### src/rtl/core/csvfs_pkg.sv
// ----------------------------------------------------------------------------
// csvfs_pkg
// Types and constants shared by the field splitter: item layouts, byte codes
// and offset widths.
// ----------------------------------------------------------------------------
package csvfs_pkg;

    localparam int MAX_LINE = 4096;
    localparam int POS_W    = $clog2(MAX_LINE);
    localparam int LEN_W    = POS_W + 1;
    localparam int NUM_W    = 8;

    localparam logic [POS_W-1:0] POS_LAST = POS_W'(MAX_LINE - 1);
    localparam logic [NUM_W-1:0] NUM_MAX  = '1;

    localparam logic [7:0] QUOTE_BYTE        = 8'd34;
    localparam logic [7:0] DEFAULT_SEPARATOR = 8'd44;
    localparam logic [7:0] SPACE_BYTE        = 8'd32;
    localparam logic [7:0] TAB_BYTE          = 8'd9;
    localparam logic [7:0] CR_BYTE           = 8'd13;

    localparam int RES_DEPTH = 3;
    localparam int RES_CNT_W = 2;

    typedef struct packed {
        logic [7:0] ch;
        logic       line_end;
    } in_item_t;

    typedef struct packed {
        logic [POS_W-1:0] field_start;
        logic [LEN_W-1:0] field_length;
        logic [NUM_W-1:0] field_number;
        logic             last_field;
        logic             malformed;
    } out_item_t;

endpackage

### src/rtl/core/csv_field_splitter.sv
// ----------------------------------------------------------------------------
// csv_field_splitter
// Splits a text line, one byte per item, into separator-delimited fields with
// quote handling and whitespace trimming; reports each field's offset/length.
// ----------------------------------------------------------------------------
// Usage:
//   s_ channel takes one byte of a line per item, with line_end on the last
//   byte. m_ channel returns one item per completed field: trimmed start
//   offset, length, field index, last-field flag and malformed flag.
//   cfg_ channel writes the separator byte; it is always ready and should
//   only be written while the block is idle.
// Timing:
//   One byte is taken every cycle while s_ready is high. A field item is
//   registered into the output queue as the byte that completes it is taken.
//   A line ending in a separator gives two items from that byte, queued together.
//   Results wait in a three-entry output queue; s_ready drops while two or
//   more are held, so a stalled receiver stalls the input after two items.
// Reset:
//   Clears the queue, line position, quote tracking and field counter, and
//   sets the separator to a comma.
// ----------------------------------------------------------------------------
module csv_field_splitter
    import csvfs_pkg::*;
(
    input  logic      aclk,
    input  logic      aresetn,
    input  logic      s_valid,
    output logic      s_ready,
    input  in_item_t  s_item,
    output logic      m_valid,
    input  logic      m_ready,
    output out_item_t m_item,
    input  logic      cfg_valid,
    output logic      cfg_ready,
    input  logic [7:0] cfg_data
);

    logic [7:0]       sep_reg;
    logic [POS_W-1:0] pos_reg, pos_next;
    logic [POS_W-1:0] begin_reg, begin_next;
    logic             inq_reg, inq_next;
    logic             saw_reg, saw_next;
    logic [POS_W-1:0] open_reg, open_next;
    logic [POS_W-1:0] close_reg, close_next;
    logic             ffv_reg, ffv_next;
    logic [POS_W-1:0] ff_reg, ff_next;
    logic [POS_W-1:0] fl_reg, fl_next;
    logic             qfv_reg, qfv_next;
    logic [POS_W-1:0] qf_reg, qf_next;
    logic [POS_W-1:0] ql_reg, ql_next;
    logic [NUM_W-1:0] fcnt_reg, fcnt_next;

    out_item_t            q_reg [RES_DEPTH];
    out_item_t            q_next [RES_DEPTH];
    logic [RES_CNT_W-1:0] cnt_reg, cnt_next;

    logic             accept, pop;
    logic             qb, sep, sp, done, extra_field;
    logic [POS_W-1:0] pos_inc;
    logic [NUM_W-1:0] num0, num1;
    logic [1:0]       push_n;
    logic [RES_CNT_W-1:0] base;
    out_item_t        r0, r1;

    function automatic logic is_space(input logic [7:0] c);
        return (c == SPACE_BYTE) || (c >= TAB_BYTE && c <= CR_BYTE);
    endfunction

    function automatic logic [POS_W-1:0] step_pos(input logic [POS_W-1:0] p);
        return (p == POS_LAST) ? p : p + POS_W'(1);
    endfunction

    function automatic logic [NUM_W-1:0] step_num(input logic [NUM_W-1:0] n);
        return (n == NUM_MAX) ? n : n + NUM_W'(1);
    endfunction

    assign accept    = s_valid && s_ready;
    assign pop       = m_valid && m_ready;
    assign s_ready   = (cnt_reg <= RES_CNT_W'(1));
    assign m_valid   = (cnt_reg != '0);
    assign m_item    = q_reg[0];
    assign cfg_ready = 1'b1;

    always_comb begin
        qb        = (s_item.ch == QUOTE_BYTE);
        sp        = is_space(s_item.ch);
        sep       = (s_item.ch == sep_reg);
        pos_inc   = step_pos(pos_reg);

        pos_next   = pos_reg;
        begin_next = begin_reg;
        inq_next   = inq_reg;
        saw_next   = saw_reg;
        open_next  = open_reg;
        close_next = close_reg;
        ffv_next   = ffv_reg;
        ff_next    = ff_reg;
        fl_next    = fl_reg;
        qfv_next   = qfv_reg;
        qf_next    = qf_reg;
        ql_next    = ql_reg;
        fcnt_next  = fcnt_reg;

        // quote toggling comes before the separator test
        if (qb) begin
            if (inq_reg) begin
                saw_next   = 1'b1;
                close_next = pos_reg;
            end else begin
                open_next = pos_reg;
                qfv_next  = 1'b0;
            end
            inq_next = !inq_reg;
        end

        done        = (!inq_next && sep) || s_item.line_end;
        extra_field = s_item.line_end && sep;

        if (!(done && sep) && !sp) begin
            if (!ffv_next) begin
                ff_next = pos_reg;
            end
            ffv_next = 1'b1;
            fl_next  = pos_reg;
        end
        if (inq_next && !qb && !sp) begin
            if (!qfv_next) begin
                qf_next = pos_reg;
            end
            qfv_next = 1'b1;
            ql_next  = pos_reg;
        end

        num0 = fcnt_reg;
        num1 = step_num(fcnt_reg);

        r0 = '0;
        if (saw_next) begin
            if (close_next <= open_next) begin
                r0.malformed   = 1'b1;
                r0.field_start = step_pos(open_next);
            end else if (!qfv_next) begin
                r0.field_start = open_next + POS_W'(1);
            end else begin
                r0.field_start  = qf_next;
                r0.field_length = {1'b0, ql_next} - {1'b0, qf_next} + LEN_W'(1);
            end
        end else if (!ffv_next) begin
            r0.field_start = begin_reg;
        end else begin
            r0.field_start  = ff_next;
            r0.field_length = {1'b0, fl_next} - {1'b0, ff_next} + LEN_W'(1);
        end
        r0.field_number = num0;
        r0.last_field   = s_item.line_end && !extra_field;

        r1              = '0;
        r1.field_start  = pos_inc;
        r1.field_number = num1;
        r1.last_field   = 1'b1;

        if (done) begin
            fcnt_next  = extra_field ? step_num(num1) : num1;
            begin_next = pos_inc;
            saw_next   = 1'b0;
            inq_next   = 1'b0;
            ffv_next   = 1'b0;
        end

        if (s_item.line_end) begin
            pos_next   = '0;
            begin_next = '0;
            fcnt_next  = '0;
        end else begin
            pos_next = pos_inc;
        end

        push_n = !accept ? 2'd0 : (!done ? 2'd0 : (extra_field ? 2'd2 : 2'd1));
    end

    always_comb begin
        base = cnt_reg - RES_CNT_W'(pop);
        for (int i = 0; i < RES_DEPTH; i++) begin
            if (pop && i < RES_DEPTH - 1) begin
                q_next[i] = q_reg[i+1];
            end else begin
                q_next[i] = q_reg[i];
            end
            if (push_n != 2'd0 && base == RES_CNT_W'(i)) begin
                q_next[i] = r0;
            end
            if (push_n == 2'd2 && base + RES_CNT_W'(1) == RES_CNT_W'(i)) begin
                q_next[i] = r1;
            end
        end
        cnt_next = base + RES_CNT_W'(push_n);
    end

    always_ff @(posedge aclk) begin
        q_reg <= q_next;
        if (!aresetn) begin
            sep_reg   <= DEFAULT_SEPARATOR;
            cnt_reg   <= '0;
            pos_reg   <= '0;
            begin_reg <= '0;
            inq_reg   <= 1'b0;
            saw_reg   <= 1'b0;
            open_reg  <= '0;
            close_reg <= '0;
            ffv_reg   <= 1'b0;
            ff_reg    <= '0;
            fl_reg    <= '0;
            qfv_reg   <= 1'b0;
            qf_reg    <= '0;
            ql_reg    <= '0;
            fcnt_reg  <= '0;
        end else begin
            cnt_reg <= cnt_next;
            if (cfg_valid && cfg_ready) begin
                sep_reg <= cfg_data;
            end
            if (accept) begin
                pos_reg   <= pos_next;
                begin_reg <= begin_next;
                inq_reg   <= inq_next;
                saw_reg   <= saw_next;
                open_reg  <= open_next;
                close_reg <= close_next;
                ffv_reg   <= ffv_next;
                ff_reg    <= ff_next;
                fl_reg    <= fl_next;
                qfv_reg   <= qfv_next;
                qf_reg    <= qf_next;
                ql_reg    <= ql_next;
                fcnt_reg  <= fcnt_next;
            end
        end
    end

`ifndef SYNTHESIS
    a_line_end_gives_item: assert property (@(posedge aclk) disable iff (!aresetn)
        accept && s_item.line_end |=> m_valid)
        else $error("line end produced no field item");

    a_line_end_rewinds: assert property (@(posedge aclk) disable iff (!aresetn)
        accept && s_item.line_end |=> pos_reg == '0 && fcnt_reg == '0 && !inq_reg)
        else $error("line state not cleared after line end");

    a_malformed_empty: assert property (@(posedge aclk) disable iff (!aresetn)
        m_valid && m_item.malformed |-> m_item.field_length == '0)
        else $error("malformed field carries a length");
`endif

endmodule
### config.mk
export PLATFORM = sky130hd
export DESIGN_NAME = csv_field_splitter
export DESIGN_NICKNAME = d
export VERILOG_FILES = /design/src/rtl/core/csvfs_pkg.sv /design/src/rtl/core/csv_field_splitter.sv
export SDC_FILE = /design/constraint.sdc
export NUM_CORES = 1
export LEC_CHECK = 0
export ABC_AREA = 1
export BUFFER_PORTS_ARGS = -buffer_cell sky130_fd_sc_hd__buf_2
export CAP_MARGIN = 5
export CORE_ASPECT_RATIO = 2
export CORE_MARGIN = 10
export CORE_UTILIZATION = 55
export CTS_CLUSTER_SIZE = 8
export DETAILED_ROUTE_END_ITERATION = 8
export PLACE_DENSITY_LB_ADDON = 0.05
export SKIP_CTS_REPAIR_TIMING = 1
export SLEW_MARGIN = 10
export SYNTH_ARGS = -nofsm -noshare
export SYNTH_HDL_FRONTEND = slang
export SYNTH_SLANG_ARGS = --single-unit
export TNS_END_PERCENT = 30
### constraint.sdc
create_clock -name aclk -period 6.5 [get_ports aclk]
set_clock_uncertainty 0.05 [all_clocks]
set_input_delay 0.975 -clock aclk [delete_from_list [all_inputs] [get_ports aclk]]
set_output_delay 0.975 -clock aclk [all_outputs]
set_load 0.1 [all_outputs]
==> impl_metrics.tcl <==
set metrics [dict create \
    crit_required_ns 6.93 \
    netlist_top_cells_area "dfxtp_1 24%, nand2_1 14%, edfxtp_1 13%" \
    synth_top_flop_cell "dfxtp_1" \
    drive_gt1_frac 0.0807 \
    yosysTopAreaCellShare 0.237 \
    via_per_inst 5.58 \
    cp-end-kind "flop" \
    syn-mean-instance-area_sq_um 6.90 \
    clk_pin_slew_worst_paths_ns 0.05 \
    core_area_sq_mm 0.0245 \
    cts-buffers-inserted 31 \
    critical_path_class "input pin to flop" \
    synth_nets 2081 \
    nets 2073 \
    grt_max_degree 60 \
    crit_path_max_incr_delay_ns 0.45 \
    first_pass_iters 6 \
    start_kind "input pin" \
    power.density_mw_per_mm2 492 \
    cap_violations 0 \
    rsz0062_at_grt "no" \
    vdd_ir_drop_max_mv 0.235 \
    status "completed" \
    clock_sinks 223 \
    finalWirelength_um 42700 \
    overflow 0 \
    routabilityCongestion 0.965 \
    grt_use_total 0.254 \
    placed_cell_area_sq_mm 0.0140 \
    internal-power_mw 3.73 \
    drc 0 \
    critical-path-slowest-cell "o31ai_1" \
    antenna_cells 0 \
    rows 81 \
    seq_power_share 0.286 \
    tns_ns 0 \
    p_sw_mw 3.55 \
    synth_area_sq_mm 0.0138 \
    worst_pin_slew_ns 1.11 \
    fin_crit_ns 4.98 \
    clock.fmax_mhz 201 \
    final_util 0.604 \
    hp-class "flop to flop" \
    hold_viol 0 \
    drv_slew 0 \
    crit_arrival_ns 5.41 \
    slew_headroom 0.259 \
    setup_viol 0 \
    start_util 0.561 \
    combPwrFrac 0.515 \
    io_buffers 58 \
    yosysTopAreaCell "dfxtp_1" \
    ant_nets 0 \
    dr_total_vias 13000 \
    syn-instance-count 1992 \
    synth.distinct_cells 50 \
    clk-insertion-delay-late_ns 0.57 \
    wire_per_inst_um 18.3 \
    boundaryPins 60 \
    leakage_nw 7.15 \
    grt_pass1_vias 12100 \
    finalCritPeriodShare 0.766 \
    antenna_found_initial 0 \
    ys_seq_area_frac 0.368 \
    cts-root-buf "clkbuf_16" \
    clock_path_buffers 3 \
    swShare 0.488 \
    timing.hold.ws_ns 0.395 \
    synth_warnings 0 \
    first_iter_violations 975 \
    place_hpwl_um 31400 \
    tritoncts "built" \
    htree_num_levels 1 \
    cp_max_fo 17 \
    total_power_mw 7.28 \
    synth_edf_count 60 \
    dieArea_sq_mm 0.0321 \
    ys_ff_latch 223 \
    cpMostUsedCell "nand2_1" \
    finish.instance_area_sq_mm 0.0148 \
    die_x_um 132 \
    area_growth_pct 7.69 \
    largest_reg_flops 70 \
    p_clk_frac 0.199 \
    grt_pass1_wl_um 65600 \
    fp.dieH_um 244 \
    async_reset_ff_frac 0 \
]
==> cell usage after synthesis, types with 6 or more instances <==
cell / number
nand2_1: 526
inv_1: 254
o21ai_0: 247
dfxtp_1: 163
nor2_1: 153
a21oi_1: 99
nand3_1: 83
ha_1: 65
edfxtp_1: 60
clkbuf_1: 54
buf_4: 38
o22ai_1: 29
o211ai_1: 28
o21ai_1: 20
nand2_2: 17
xor2_1: 17
buf_2: 16
nand4_1: 15
xnor2_1: 11
nor2_2: 8
o21bai_1: 8
a31oi_1: 7
buf_1: 7
inv_2: 6
nor3_1: 6
or2_2: 6
==> cell usage in the layout (no fill, tap or decap), types with 11 or more instances in the layout <==
master | synthesis | final
buf_4 | 38 | 17
xor2_1 | 17 | 17
o21ai_1 | 20 | 20
dfxtp_1 | 163 | 163
inv_1 | 254 | 253
xnor2_1 | 11 | 11
ha_1 | 65 | 65
nor2_1 | 153 | 153
edfxtp_1 | 60 | 60
o22ai_1 | 29 | 29
a21oi_1 | 99 | 99
clkbuf_16 | 0 | 31
buf_2 | 16 | 58
nand3_1 | 83 | 83
nand4_1 | 15 | 15
o211ai_1 | 28 | 28
clkbuf_1 | 54 | 12
o21ai_0 | 247 | 247
nand2_2 | 17 | 17
nand2_1 | 526 | 526
==> layer usage <==
metal | global-route usage | part of all wire | vias to the layer above
met5 | 0 | 0 | -
met4 | 0.161 | 0.062 | 0
met3 | 0.0293 | 0.051 | 121
met2 | 0.471 | 0.52 | 469
met1 | 0.265 | 0.36 | 5950
li1 | - | - | 6445
==> critical path: cells and delay by family <==
kind | cells | cell delay (ns)
AND/OR/NAND/NOR | 16 | 1.96
buffers and inverters | 6 | 0.44
AO/OA/AOI/OAI | 4 | 0.82
adder cells (fa/ha/maj) | 4 | 1.21
==> cells by family after synthesis <==
group | Yosys count | synth area share
simple gates | 831 | 0.252
other cells | 1 | 0.000273
buf+inv | 380 | 0.116
fa+ha+maj | 67 | 0.0621
compound gates | 462 | 0.184
xor+xnor | 28 | 0.0178
flops | 223 | 0.368
==> layout make-up <==
type / instances / area (sq um)
multi-input cells: 1389 / 7090
clock inverters: 1 / 8.76
clock buffers: 43 / 821
flip-flops and latches: 223 / 5060
well taps: 332 / 415
repair buffers: 75 / 418
inverters: 264 / 991
fillers: 2392 / 9720
==> stage by stage <==
stage	instances	worst slack [ns]
after CTS	2327	1.49
after global placement	2283	0.974
final	2327	1.52
after detailed placement	2283	0.928
after floorplan	1992	1.61
after global routing	2327	0.863
==> final timing paths <==
kind,start,endpoint,slack [ns],cells after the start
max,s_item[4],m_item[21]$_SDFFE_PP0P_,1.52,30
min,q_reg[48]$_SDFFE_PP0P_,q_reg[48]$_SDFFE_PP0P_,0.39,2
max reg2reg,inq_reg$_SDFFE_PN0P_,q_reg[54]$_SDFFE_PP0P_,1.76,16
min reg2reg,q_reg[48]$_SDFFE_PP0P_,q_reg[48]$_SDFFE_PP0P_,0.39,2
==> power by group through the flow <==
stage / Clock [mW] / Sequential, mW / Combinational (mW)
4_1_cts: 1.47 / 2.08 / 3.74
6_report: 1.45 / 2.08 / 3.75
2_1_floorplan: 0 / 2.03 / 3.02
5_1_grt: 1.52 / 2.11 / 4.12
3_3_place_gp: 0 / 2.10 / 3.70
3_5_place_dp: 0 / 2.10 / 3.73
Power figures use the tool's default switching activity.
